File: src/rtl/core/plist_pkg.sv
// Shared types, sizes and codes for the positional list core.
package plist_pkg;

  localparam int CAPACITY = 16;

  localparam int CMD_W    = 2;
  localparam int POS_W    = 5;
  localparam int VALUE_W  = 32;
  localparam int STATUS_W = 2;
  localparam int COUNT_W  = 5;

  localparam int FILL_W = $clog2(CAPACITY + 1);
  localparam int IDX_W  = $clog2(CAPACITY);
  localparam int CMP_W  = (FILL_W > POS_W) ? FILL_W : POS_W;

  localparam logic [CMD_W-1:0] CMD_APPEND = 2'd0;
  localparam logic [CMD_W-1:0] CMD_INSERT = 2'd1;
  localparam logic [CMD_W-1:0] CMD_REMOVE = 2'd2;
  localparam logic [CMD_W-1:0] CMD_DUMP   = 2'd3;

  localparam logic [STATUS_W-1:0] ST_DONE   = 2'd0;
  localparam logic [STATUS_W-1:0] ST_BADPOS = 2'd1;
  localparam logic [STATUS_W-1:0] ST_FULL   = 2'd2;
  localparam logic [STATUS_W-1:0] ST_EMPTY  = 2'd3;

  typedef logic signed [VALUE_W-1:0] value_t;

  // Broadcast control from the sequencer to every cell of the chain.
  typedef struct packed {
    logic             ins;
    logic             rem;
    logic             rot;
    logic [CMP_W-1:0] pos;
    logic [CMP_W-1:0] fill;
    value_t           value;
  } cell_ctl_t;

endpackage

File: src/rtl/core/plist_if.sv
// Command and result channel interfaces of the positional list core.
interface plist_req_if;
  logic                                valid;
  logic                                ready;
  logic [plist_pkg::CMD_W-1:0]         cmd;
  logic [plist_pkg::POS_W-1:0]         position;
  logic signed [plist_pkg::VALUE_W-1:0] value;

  modport source (output valid, output cmd, output position, output value, input ready);
  modport sink   (input valid, input cmd, input position, input value, output ready);
endinterface

interface plist_rsp_if;
  logic                                 valid;
  logic                                 ready;
  logic [plist_pkg::STATUS_W-1:0]       status;
  logic signed [plist_pkg::VALUE_W-1:0] element;
  logic [plist_pkg::COUNT_W-1:0]        count;
  logic                                 last;

  modport source (output valid, output status, output element, output count, output last,
                  input ready);
  modport sink   (input valid, input status, input element, input count, input last,
                  output ready);
endinterface

File: src/rtl/core/plist_cell.sv
// One slot of the list chain: holds a value and trades it with its neighbors.
module plist_cell (
  input  logic                         clk,
  input  plist_pkg::cell_ctl_t         ctl,
  input  logic [plist_pkg::IDX_W-1:0]  idx,
  input  plist_pkg::value_t            left,
  input  plist_pkg::value_t            right,
  input  plist_pkg::value_t            head,
  output plist_pkg::value_t            q
);
  import plist_pkg::*;

  logic [CMP_W-1:0] idx_ext;
  logic [CMP_W-1:0] idx_inc;

  assign idx_ext = CMP_W'(idx);
  assign idx_inc = idx_ext + CMP_W'(1);

  // Insert: move up above the position, load at it.
  // Remove: move down from the position on.
  // Rotate: move down inside the filled part, tail takes the head.
  always_ff @(posedge clk) begin
    if (ctl.ins && idx_ext > ctl.pos) begin
      q <= left;
    end else if (ctl.ins && idx_ext == ctl.pos) begin
      q <= ctl.value;
    end else if (ctl.rem && idx_ext >= ctl.pos) begin
      q <= right;
    end else if (ctl.rot && idx_inc < ctl.fill) begin
      q <= right;
    end else if (ctl.rot && idx_inc == ctl.fill) begin
      q <= head;
    end
  end

endmodule

File: src/rtl/core/positional_list_insert_remove_core.sv
// Top level of the positional list core: command decode, cell chain, result register.
//
// Usage:
//   req carries one command per beat (cmd, position, value); rsp carries result
//   beats (status, element, count, last). A beat moves when valid and ready are
//   both high at a rising edge of clk.
//   Append, insert and remove each give one status beat with last set; its count
//   is the element count after the command. The result is registered and shows
//   on rsp in the cycle after the command is accepted.
//   Dump of an empty list gives one beat with status empty. Otherwise the chain
//   rotates its filled part by one slot per beat and the head cell feeds rsp;
//   each rotate step after the command registers the head element, and one
//   element follows per cycle while rsp is not stalled; last marks the tail.
//   After the final beat the list is in its original order again.
//   Throughput: one append, insert or remove per cycle unless rsp stalls, since
//   every cell shifts in the same cycle; a dump keeps req not ready to its end.
//   A stall on rsp holds the result register and keeps req not ready; nothing
//   is dropped. Synchronous reset empties the list and clears rsp valid; slot
//   contents are left as they are and are never read before being written.
module positional_list_insert_remove_core (
  input  logic        clk,
  input  logic        rst,
  plist_req_if.sink   req,
  plist_rsp_if.source rsp
);
  import plist_pkg::*;

  // Element count and dump sequencing.
  logic [FILL_W-1:0] fill;
  logic [FILL_W-1:0] fill_next;
  logic              dumping;
  logic [FILL_W-1:0] dump_left;

  // Result register.
  logic                out_valid;
  logic [STATUS_W-1:0] out_status;
  value_t              out_element;
  logic [COUNT_W-1:0]  out_count;
  logic                out_last;

  logic             slot_free;
  logic             accept;
  logic             rot;
  logic [CMP_W-1:0] fill_ext;
  logic [CMP_W-1:0] pos_ext;
  logic [CMP_W-1:0] cmd_pos;
  logic             ins_ok;
  logic             rem_ok;
  logic [STATUS_W-1:0] cmd_status;
  cell_ctl_t        ctl;

  value_t slot_q [CAPACITY];

  assign slot_free = !out_valid || rsp.ready;
  assign req.ready = !dumping && slot_free;
  assign accept    = req.valid && req.ready;
  assign rot       = dumping && slot_free;

  assign fill_ext = CMP_W'(fill);
  assign pos_ext  = CMP_W'(req.position);

  // Decode the command: append is insert at the tail.
  always_comb begin
    cmd_pos    = pos_ext;
    ins_ok     = 1'b0;
    rem_ok     = 1'b0;
    cmd_status = ST_DONE;
    fill_next  = fill;
    unique case (req.cmd) inside
      CMD_APPEND, CMD_INSERT: begin
        if (req.cmd == CMD_APPEND) begin
          cmd_pos = fill_ext;
        end
        if (cmd_pos > fill_ext) begin
          cmd_status = ST_BADPOS;
        end else if (fill_ext >= CMP_W'(CAPACITY)) begin
          cmd_status = ST_FULL;
        end else begin
          ins_ok    = accept;
          fill_next = fill + FILL_W'(1);
        end
      end
      CMD_REMOVE: begin
        if (pos_ext >= fill_ext) begin
          cmd_status = ST_BADPOS;
        end else begin
          rem_ok    = accept;
          fill_next = fill - FILL_W'(1);
        end
      end
      CMD_DUMP: begin
        cmd_status = ST_EMPTY;
      end
      default: begin
        cmd_status = ST_DONE;
      end
    endcase
  end

  always_comb begin
    ctl.ins   = ins_ok;
    ctl.rem   = rem_ok;
    ctl.rot   = rot;
    ctl.pos   = cmd_pos;
    ctl.fill  = fill_ext;
    ctl.value = req.value;
  end

  // Chain of cells; the ends feed back their own value where no neighbor exists.
  for (genvar i = 0; i < CAPACITY; i++) begin : g_cell
    plist_cell u_cell (
      .clk   (clk),
      .ctl   (ctl),
      .idx   (IDX_W'(i)),
      .left  (slot_q[(i == 0) ? 0 : i - 1]),
      .right (slot_q[(i == CAPACITY - 1) ? i : i + 1]),
      .head  (slot_q[0]),
      .q     (slot_q[i])
    );
  end

  // Sequencer and result register.
  always_ff @(posedge clk) begin
    if (rst) begin
      fill      <= '0;
      dumping   <= 1'b0;
      dump_left <= '0;
      out_valid <= 1'b0;
    end else begin
      if (accept && req.cmd != CMD_DUMP) begin
        fill        <= fill_next;
        out_valid   <= 1'b1;
        out_status  <= cmd_status;
        out_element <= '0;
        out_count   <= COUNT_W'(fill_next);
        out_last    <= 1'b1;
      end else if (accept && fill == '0) begin
        out_valid   <= 1'b1;
        out_status  <= ST_EMPTY;
        out_element <= '0;
        out_count   <= '0;
        out_last    <= 1'b1;
      end else if (accept) begin
        // Hold req off and walk the list one beat at a time.
        dumping   <= 1'b1;
        dump_left <= fill;
        if (rsp.ready) begin
          out_valid <= 1'b0;
        end
      end else if (rot) begin
        out_valid   <= 1'b1;
        out_status  <= ST_DONE;
        out_element <= slot_q[0];
        out_count   <= COUNT_W'(fill);
        out_last    <= (dump_left == FILL_W'(1));
        dump_left   <= dump_left - FILL_W'(1);
        if (dump_left == FILL_W'(1)) begin
          dumping <= 1'b0;
        end
      end else if (rsp.ready) begin
        out_valid <= 1'b0;
      end
    end
  end

  assign rsp.valid   = out_valid;
  assign rsp.status  = out_status;
  assign rsp.element = out_element;
  assign rsp.count   = out_count;
  assign rsp.last    = out_last;

  // Checks on the sequencer.
  a_fill_bound: assert property (@(posedge clk) disable iff (rst)
    fill_ext <= CMP_W'(CAPACITY))
    else $error("element count above capacity");

  a_dump_blocks: assert property (@(posedge clk) disable iff (rst)
    dumping |-> !req.ready && dump_left != '0)
    else $error("dump active with no elements left or req open");

  a_rot_emits: assert property (@(posedge clk) disable iff (rst)
    rot |=> out_valid && out_status == ST_DONE && $stable(fill))
    else $error("dump step gave no element beat");

  a_last_ends_dump: assert property (@(posedge clk) disable iff (rst)
    rot && dump_left == FILL_W'(1) |=> !dumping && out_last)
    else $error("final dump beat not marked last");

endmodule
File: src/flat_wrapper.sv
// flat-port wrapper written by rule: the top's interface ports become plain ports
module positional_list_insert_remove_core_flat import plist_pkg::*;
  (clk, rst, req_valid, req_cmd, req_position, req_value, req_ready, rsp_valid, rsp_status, rsp_element, rsp_count, rsp_last, rsp_ready);
  plist_req_if req_i ();
  plist_rsp_if rsp_i ();
  input  logic clk;
  input  logic rst;
  input wire logic [$bits(req_i.valid)-1:0] req_valid;
  input wire logic [$bits(req_i.cmd)-1:0] req_cmd;
  input wire logic [$bits(req_i.position)-1:0] req_position;
  input wire logic [$bits(req_i.value)-1:0] req_value;
  output wire logic [$bits(req_i.ready)-1:0] req_ready;
  output wire logic [$bits(rsp_i.valid)-1:0] rsp_valid;
  output wire logic [$bits(rsp_i.status)-1:0] rsp_status;
  output wire logic [$bits(rsp_i.element)-1:0] rsp_element;
  output wire logic [$bits(rsp_i.count)-1:0] rsp_count;
  output wire logic [$bits(rsp_i.last)-1:0] rsp_last;
  input wire logic [$bits(rsp_i.ready)-1:0] rsp_ready;
  assign req_i.valid = req_valid;
  assign req_i.cmd = req_cmd;
  assign req_i.position = req_position;
  assign req_i.value = req_value;
  assign req_ready = req_i.ready;
  assign rsp_valid = rsp_i.valid;
  assign rsp_status = rsp_i.status;
  assign rsp_element = rsp_i.element;
  assign rsp_count = rsp_i.count;
  assign rsp_last = rsp_i.last;
  assign rsp_i.ready = rsp_ready;
  positional_list_insert_remove_core u_core (.clk(clk), .rst(rst), .req(req_i), .rsp(rsp_i));
endmodule
File: config.mk
export PLATFORM = sky130hd
export DESIGN_NAME = positional_list_insert_remove_core_flat
export DESIGN_NICKNAME = d
export VERILOG_FILES = /design/src/rtl/core/plist_pkg.sv /design/src/rtl/core/plist_if.sv /design/src/rtl/core/plist_cell.sv /design/src/rtl/core/positional_list_insert_remove_core.sv /design/src/flat_wrapper.sv
export SDC_FILE = /design/constraint.sdc
export NUM_CORES = 2
export LEC_CHECK = 0
export BUFFER_PORTS_ARGS = -buffer_cell sky130_fd_sc_hd__buf_2
export CAP_MARGIN = 40
export CORE_MARGIN = 4
export CORE_UTILIZATION = 35
export CTS_BUF_LIST = sky130_fd_sc_hd__clkbuf_8
export DETAILED_ROUTE_END_ITERATION = 10
export SYNTH_ARGS = -nofsm -noshare
export SYNTH_HDL_FRONTEND = slang
export SYNTH_SLANG_ARGS = --single-unit
File: constraint.sdc
create_clock -name clk -period 11.6 [get_ports clk]
set_clock_uncertainty 0.2 [all_clocks]
set_input_delay 0.58 -clock clk [delete_from_list [all_inputs] [get_ports clk]]
set_output_delay 0.58 -clock clk [all_outputs]
set_load 0.05 [all_outputs]
# Word-level counts from Yosys, hierarchy flattened
# Cells that the tools add are included.
[word_totals] register_bits=564 in_bits=43 output_inout_bits=42 word_cells=352
[classes] addsub=3 magnitude_cmp=51 n_eq_ne=38 n_mux=116 bitwise_logic=4 n_reduce_logical=116
[ops] op="32-bit two-way mux" count=80
[ops] op="1-bit logical AND" count=84
[ops] op="4-bit by 5-bit == test with 1-bit output, first input constant" count=16
[ops] op="5-bit nonzero test" count=14
[ops] op="5-bit two-way mux" count=12
[ops] op="3-bit by 5-bit == test with 1-bit output, first input constant" count=8
[ops] op="4-bit by 5-bit greater-or-equal comparator with 1-bit output, first input constant" count=8
[ops] op="4-bit by 5-bit greater-than comparator with 1-bit output, first input constant" count=8
[ops] op="4-bit by 5-bit less-than comparator with 1-bit output, first input constant" count=8
[ops] op="2-bit by 5-bit == test with 1-bit output, first input constant" count=4
[ops] op="3-bit by 5-bit greater-or-equal comparator with 1-bit output, first input constant" count=4
[ops] op="3-bit by 5-bit greater-than comparator with 1-bit output, first input constant" count=4
[ops] op="3-bit by 5-bit less-than comparator with 1-bit output, first input constant" count=4
[ops] op="1-bit two-way mux" count=16
[ops] op="2-bit two-way mux" count=6
[ops] op="1-bit by 5-bit greater-or-equal comparator with 1-bit output, first input constant" count=2
[ops] op="2-bit by 5-bit greater-or-equal comparator with 1-bit output, first input constant" count=2
[ops] op="1-bit by 5-bit greater-than comparator with 1-bit output, first input constant" count=2
[ops] op="2-bit by 5-bit greater-than comparator with 1-bit output, first input constant" count=2
[ops] op="5-bit logical NOT" count=2
[ops] op="2-bit by 5-bit less-than comparator with 1-bit output, first input constant" count=2
[ops] op="5-bit one-hot mux with 2 select lines" count=1
[ops] op="5-bit by 1-bit subtractor with 5-bit output, second input constant" count=2
[ops] op="3-bit != test, second input constant" count=3
[ops] op="other kinds (23)" count=34

# Depth between registers and ports, before layout
[logic_depth] depth_word=10 depth_mapped=15 ltp_nobuf=10

# Hierarchy
# Synthesis repeated with hierarchy kept, for this count alone.
[unflattened] hier_cells=5289 area_unflattened_um2=47408.0
[by_module_without_submodules] mod="plist_cell (u_core.g_cell[0].u_cell ...)" n_inst=9 cells_per_inst=347 area_each_um2=2937.8 seq_area_each_um2=960.9
[by_module_without_submodules] mod="plist_cell (u_core.g_cell[2].u_cell ...)" n_inst=7 cells_per_inst=273 area_each_um2=2600.0 seq_area_each_um2=960.9
[by_module_without_submodules] mod="positional_list_insert_remove_core" n_inst=1 cells_per_inst=255 area_each_um2=2767.7 seq_area_each_um2=1441.4

# Worst setup path after synthesis
# No wires, ideal clock.
[synth_path] kind="input-to-reg" startpoint="in req_cmd[1]" endpoint="reg u_core.g_cell[0].u_cell.q[0], enable pin" setup_time_ns=0.470 arrival_time_ns=5.195 required_time_ns=10.930 slack_ns=5.735 path_stages=12 path_buffers=4 path_cell_list="buf_4 > or2_0 > buf_2 > mux2i_1 > buf_2 > ha_1 > nor2b_1 > o21ai_0 > a32o_1 > clkbuf_1 > a21oi_1 > o31ai_1"
[synth_between] elab_chain_cells=9 elab_cells_between_ends=20 classes_between="order compare (3); eq/ne (2); mux (6); bitwise (1); reduce/logical (8)"
[synth_lines] item="start, declared" line="flat_wrapper.sv:9" rtl="input wire logic [$bits(req_i.cmd)-1:0] req_cmd;"
[synth_lines] item="2-bit logical NOT" line="positional_list_insert_remove_core.sv:71" rtl="if (req.cmd == CMD_APPEND) begin"
[synth_lines] item="5-bit two-way mux" line="positional_list_insert_remove_core.sv:71"
[synth_lines] item="5-bit two-way mux" line="positional_list_insert_remove_core.sv:69" rtl="unique case (req.cmd) inside"
[synth_lines] item="5-bit greater-than comparator" line="positional_list_insert_remove_core.sv:74" rtl="if (cmd_pos > fill_ext) begin"
[synth_lines] item="1-bit two-way mux" line="positional_list_insert_remove_core.sv:74"
[synth_lines] item="1-bit two-way mux" line="positional_list_insert_remove_core.sv:69"
[synth_lines] item="1-bit logical AND, on equally long branches" line="plist_cell.sv:25, plist_cell.sv:23"
[synth_lines] item="3-bit nonzero test (no line) or 1-bit inverter (tied branches)"
[synth_lines] item="2-bit AND reduction (no line) *"
[synth_lines] item="end signal, assigned" line="plist_cell.sv:24" rtl="q <= left;"
[synth_lines] item="end signal, assigned" line="plist_cell.sv:26" rtl="q <= ctl.value;"
[synth_lines] item="end signal, assigned" line="plist_cell.sv:28" rtl="q <= right;"
[synth_lines] item="end, declared" line="plist_cell.sv:9" rtl="output plist_pkg::value_t q"
# Mark *: on every way between the ends. The rest lies on a longest branch, timed or not. The select of a mux whose other input is x is not followed.
# A chain may end at the register's enable or synchronous reset.

# Final worst setup path
[layout_path] startpoint="reg u_core.fill[2]" endpoint="reg u_core.g_cell[8].u_cell.q[30] (data pin)"
[layout_between] elab_chain_cells=8 elab_cells_between_ends=23 classes_between="order compare (6); eq/ne (1); mux (12); reduce/logical (4)"
[layout_lines] item="start, declared" line="positional_list_insert_remove_core.sv:29" rtl="logic [FILL_W-1:0] fill;"
[layout_lines] item="start signal, assigned" line="positional_list_insert_remove_core.sv:131" rtl="fill <= fill_next;"
[layout_lines] item="5-bit two-way mux" line="positional_list_insert_remove_core.sv:71"
[layout_lines] item="5-bit two-way mux" line="positional_list_insert_remove_core.sv:69"
[layout_lines] item="5-bit two-way mux or 5-bit greater-than comparator (tied branches)" line="positional_list_insert_remove_core.sv:69, positional_list_insert_remove_core.sv:74"
[layout_lines] item="4-bit by 5-bit greater-or-equal comparator with 1-bit output or 1-bit two-way mux (tied branches)" line="plist_cell.sv:27, positional_list_insert_remove_core.sv:74"
[layout_lines] item="1-bit logical AND or 1-bit two-way mux (tied branches)" line="plist_cell.sv:27, positional_list_insert_remove_core.sv:69"
[layout_lines] item="32-bit two-way mux or 1-bit logical AND (tied branches)" line="plist_cell.sv:27, plist_cell.sv:25"
[layout_lines] item="32-bit two-way mux" line="plist_cell.sv:25" rtl="end else if (ctl.ins && idx_ext == ctl.pos) begin"
[layout_lines] item="32-bit two-way mux *" line="plist_cell.sv:23" rtl="if (ctl.ins && idx_ext > ctl.pos) begin"
[layout_lines] item="end signal, assigned" line="plist_cell.sv:24"
[layout_lines] item="end signal, assigned" line="plist_cell.sv:26"
[layout_lines] item="end signal, assigned" line="plist_cell.sv:28"
[layout_lines] item="end, declared" line="plist_cell.sv:9"
# Marks and branches as above.

==> flow_summary.yaml <==
status:
  status: "finished clean"
route:
  drtAntennaViolNets: 0
  avgViaCountPerCell: 6.433
  wl_per_cell_microns: 26.17
  drc_errors: 0
  drt_pre_antenna_iters: 6
  finalWirelength_microns: 122300
  drtIter0Drc: 3784
  via_count: 30063
pwr:
  switching_share: 0.3020
  power_density_nw_per_um2: 131.1
  p_clk_frac: 0.358
  leakagePower_nw: 12.63
  pwr-share-comb: 0.160
  pwr-share-seq: 0.481
  peakVddDrop_v: 0.00007726
  p_sw_w: 0.001511
  internal_power_w: 0.003493
synth:
  ys_ff_latch: 564
  async_flop_share: 0
  postSynthCellCount: 3430
  ys_seq_area_frac: 0.4893
  syn_area_sq_um: 34370
  synth_edf_count: 552
  synthDistinctLibCells: 77
  synth_area_per_cell_sq_um: 10.02
  ys.flop_type: "edfxtp_1"
  yosysWarnings: 0
  synthesis.nets: 3490
clocking:
  cts_sinks: 564
  cts_tree: "done"
  cts-buffers-inserted: 99
  clock_tree.root_cell: "clkbuf_8"
  clk_path_buf_depth: 3
  post_cts_buffers: 0
  holdBufCountCts: 1
  insertion_delay_ns: 0.74
  cts_resized: 0
  htreeDepth: 3
  clk_pin_slew_ns: 0.07
placed_design:
  place_congestion: 0.8812
  dp_hpwl_microns: 78970
  port_buffers: 84
global_routing:
  grt_pass1_vias: 28787
  grt_util_all_layers: 0.2283
  gr-usage-met3: 0.03995
  use_met2: 0.3504
  grt-busiest-layer: "met2"
  grt_pass1_wl_microns: 186300
  overflow: 0
  antenna_found_initial: 5
  met1_usage: 0.3298
  grt_max_degree: 74
sta:
  slew_headroom: 0.4032
  fmax_mhz: 178.6
  worst-slew-pin-transition_ns: 0.8859
  period_share: 0.4826
  period_needed_ns: 5.598
  setup_violations: 0
  whs_ns: 0.1477
  hold_viol: 0
  maxSlewViolCount: 0
  setup_tns_ns: 0
  rsz0062_at_grt: "no"
worst_hold_path:
  min_to: "u_core.rsp.valid"
  hold_path_depth: 4
  hp-class: "in -> reg"
  min_from: "rsp_ready"
worst_setup_path:
  cp_max_fo: 66
  required_ns: 11.81
  critPathKind: "reg -> reg"
  r2r_slack_ns: 6.00
  timing.critical_path.buf_inv: 3
  timing.rr.start: "u_core.fill[2]"
  critPathCaptureType: "register"
  start_kind: "register"
  critPathArrivalTime_ns: 5.81
  path_delay_family: "simple AND/OR/NAND/NOR gates"
  crit_path_max_incr_delay_ns: 0.79
  path_cells: "nor3b_2 -> nor2_4 -> inv_1 -> ha_1 -> and3_1 -> o21ai_0 -> a32o_1 -> nand2_4 -> buf_4 -> nor2_4 -> buf_4 -> o22ai_1"
  timing.rr.end: "u_core.g_cell[8].u_cell.q[30]"
  reg2regPathDepth: 12
  cp_slowest_cell: "dfxtp_1"
cells_and_area:
  final_common_cell: "edfxtp_1"
  layout_common_cells: "edfxtp_1 (552), nand2_1 (420), a22oi_1 (257), nor2_1 (244), o22ai_1 (195)"
  n_fill_cell: 9500
  drive_gt1_frac: 0.1303
  fin_nets: 3370
  area_growth_pct: 11.04
floorplanning:
  die-height_microns: 321.4
  rows: 114
  die_x_microns: 321.4
  dieArea_sq_um: 103300
  io_pins: 85
  start_util: 0.3543
  core-area_sq_um: 96990
run:
  drv_cap: 0
==> power by group through the flow <==
stage | registers [W] | logic (W) | clock network (W)
2_1_floorplan | 0.00247 | 0.000494 | 0
3_3_place_gp | 0.00245 | 0.000764 | 0
3_5_place_dp | 0.00245 | 0.000793 | 0
4_1_cts | 0.00240 | 0.000795 | 0.00182
5_1_grt | 0.00241 | 0.000861 | 0.00191
6_report | 0.00241 | 0.000803 | 0.00179
==> sequential cells by signal, indices dropped and copies added (netlist names) <==
register and count:
u_core.rsp.status 2, u_core.rsp.count 5, u_core.dump_left 5, u_core.rsp.valid 1, u_core.rsp.element 32, u_core.dumping 1
u_core.fill 5, u_core.rsp.last 1, u_core.g_cell.u_cell.q 512
==> routing by layer <==
layer / wire (microns) / vias up
met3: 12850 / 190
met2: 54050 / 1784
met4: 2687 / 2
li1: - / 13207
met5: 11 / -
met1: 52690 / 14880
==> tightest hold or removal path: stages <==
cell and delay (ns):
buf_2 0.09, nor2b_1 0.09, nor2_1 0.15, a21oi_1 0.08
==> worst max path at each step <==
stage / from / to / slack, ns / cells after the start
floorplan: req_cmd[1] / u_core.g_cell[0].u_cell.q[0] / 5.74 / 12
global placement: req_cmd[1] / u_core.g_cell[6].u_cell.q[18] / 5.33 / 13
detailed placement: req_cmd[1] / u_core.g_cell[8].u_cell.q[30] / 5.38 / 14
CTS: u_core.fill[2] / u_core.g_cell[8].u_cell.q[30] / 6.08 / 12
global route: u_core.fill[2] / u_core.g_cell[8].u_cell.q[30] / 5.78 / 12
finish: u_core.fill[2] / u_core.g_cell[8].u_cell.q[30] / 6.00 / 12
==> final cells by class <==
cell class | instances | area (sq um) | share of cell area
Clock buffer | 103 | 1418 | 0.03715
Antenna cell | 4 | 10.01 | 0.0002623
Sequential cell | 564 | 16820 | 0.4406
Inverter | 43 | 161.4 | 0.004229
Timing Repair Buffer | 218 | 1724 | 0.04518
Tap cell | 1276 | 1597 | 0.04183
Multi-Input combinational cell | 2384 | 16020 | 0.4197
Clock inverter | 81 | 420.4 | 0.01102
==> metrics by stage <==
step	instance area (sq um)	total power [W]	setup slack [ns]	utilization	instances
final	38160	0.005004	6.002	0.3935	4673
after global routing	38160	0.005183	5.784	0.3934	4672
after CTS	38150	0.005019	6.082	0.3934	4669
after detailed placement	36300	0.003239	5.375	0.3743	4484
after global placement	35840	0.003210	5.327	0.3695	4461
after floorplan	34370	0.002968	5.735	-	3430
==> cell families after synthesis <==
| family | Yosys count | synth area share |
|---|---|---|
| flip-flops | 564 | 0.4893 |
| adder cells (fa/ha/maj) | 17 | 0.006189 |
| XOR/XNOR | 2 | 0.0005098 |
| AO/OA/AOI/OAI | 1255 | 0.2675 |
| multiplexers | 226 | 0.06702 |
| buffers and inverters | 482 | 0.05839 |
| AND/OR/NAND/NOR | 884 | 0.1111 |
==> cells in the mapped netlist (34+ instances only) <==
library cell  count  area share
a211oi_1        127       0.028
a21oi_1         133       0.019
a221o_1          34      0.0099
a22oi_1         258       0.056
a31oi_1          37      0.0067
a32oi_1          66       0.017
and2_1           34      0.0062
and3_1           39      0.0071
buf_2            95       0.014
clkbuf_1        314       0.034
edfxtp_1        552        0.48
inv_1            42      0.0046
mux2i_1         193       0.056
nand2_1         422       0.046
nand3_1          45      0.0066
nor2_1          256       0.028
nor3_1           44      0.0064
o211ai_1         69       0.015
o21a_1           70       0.015
o22ai_1         200       0.036
o2bb2ai_1        63       0.016
Note: power is estimated with default switching activity, not from simulation.
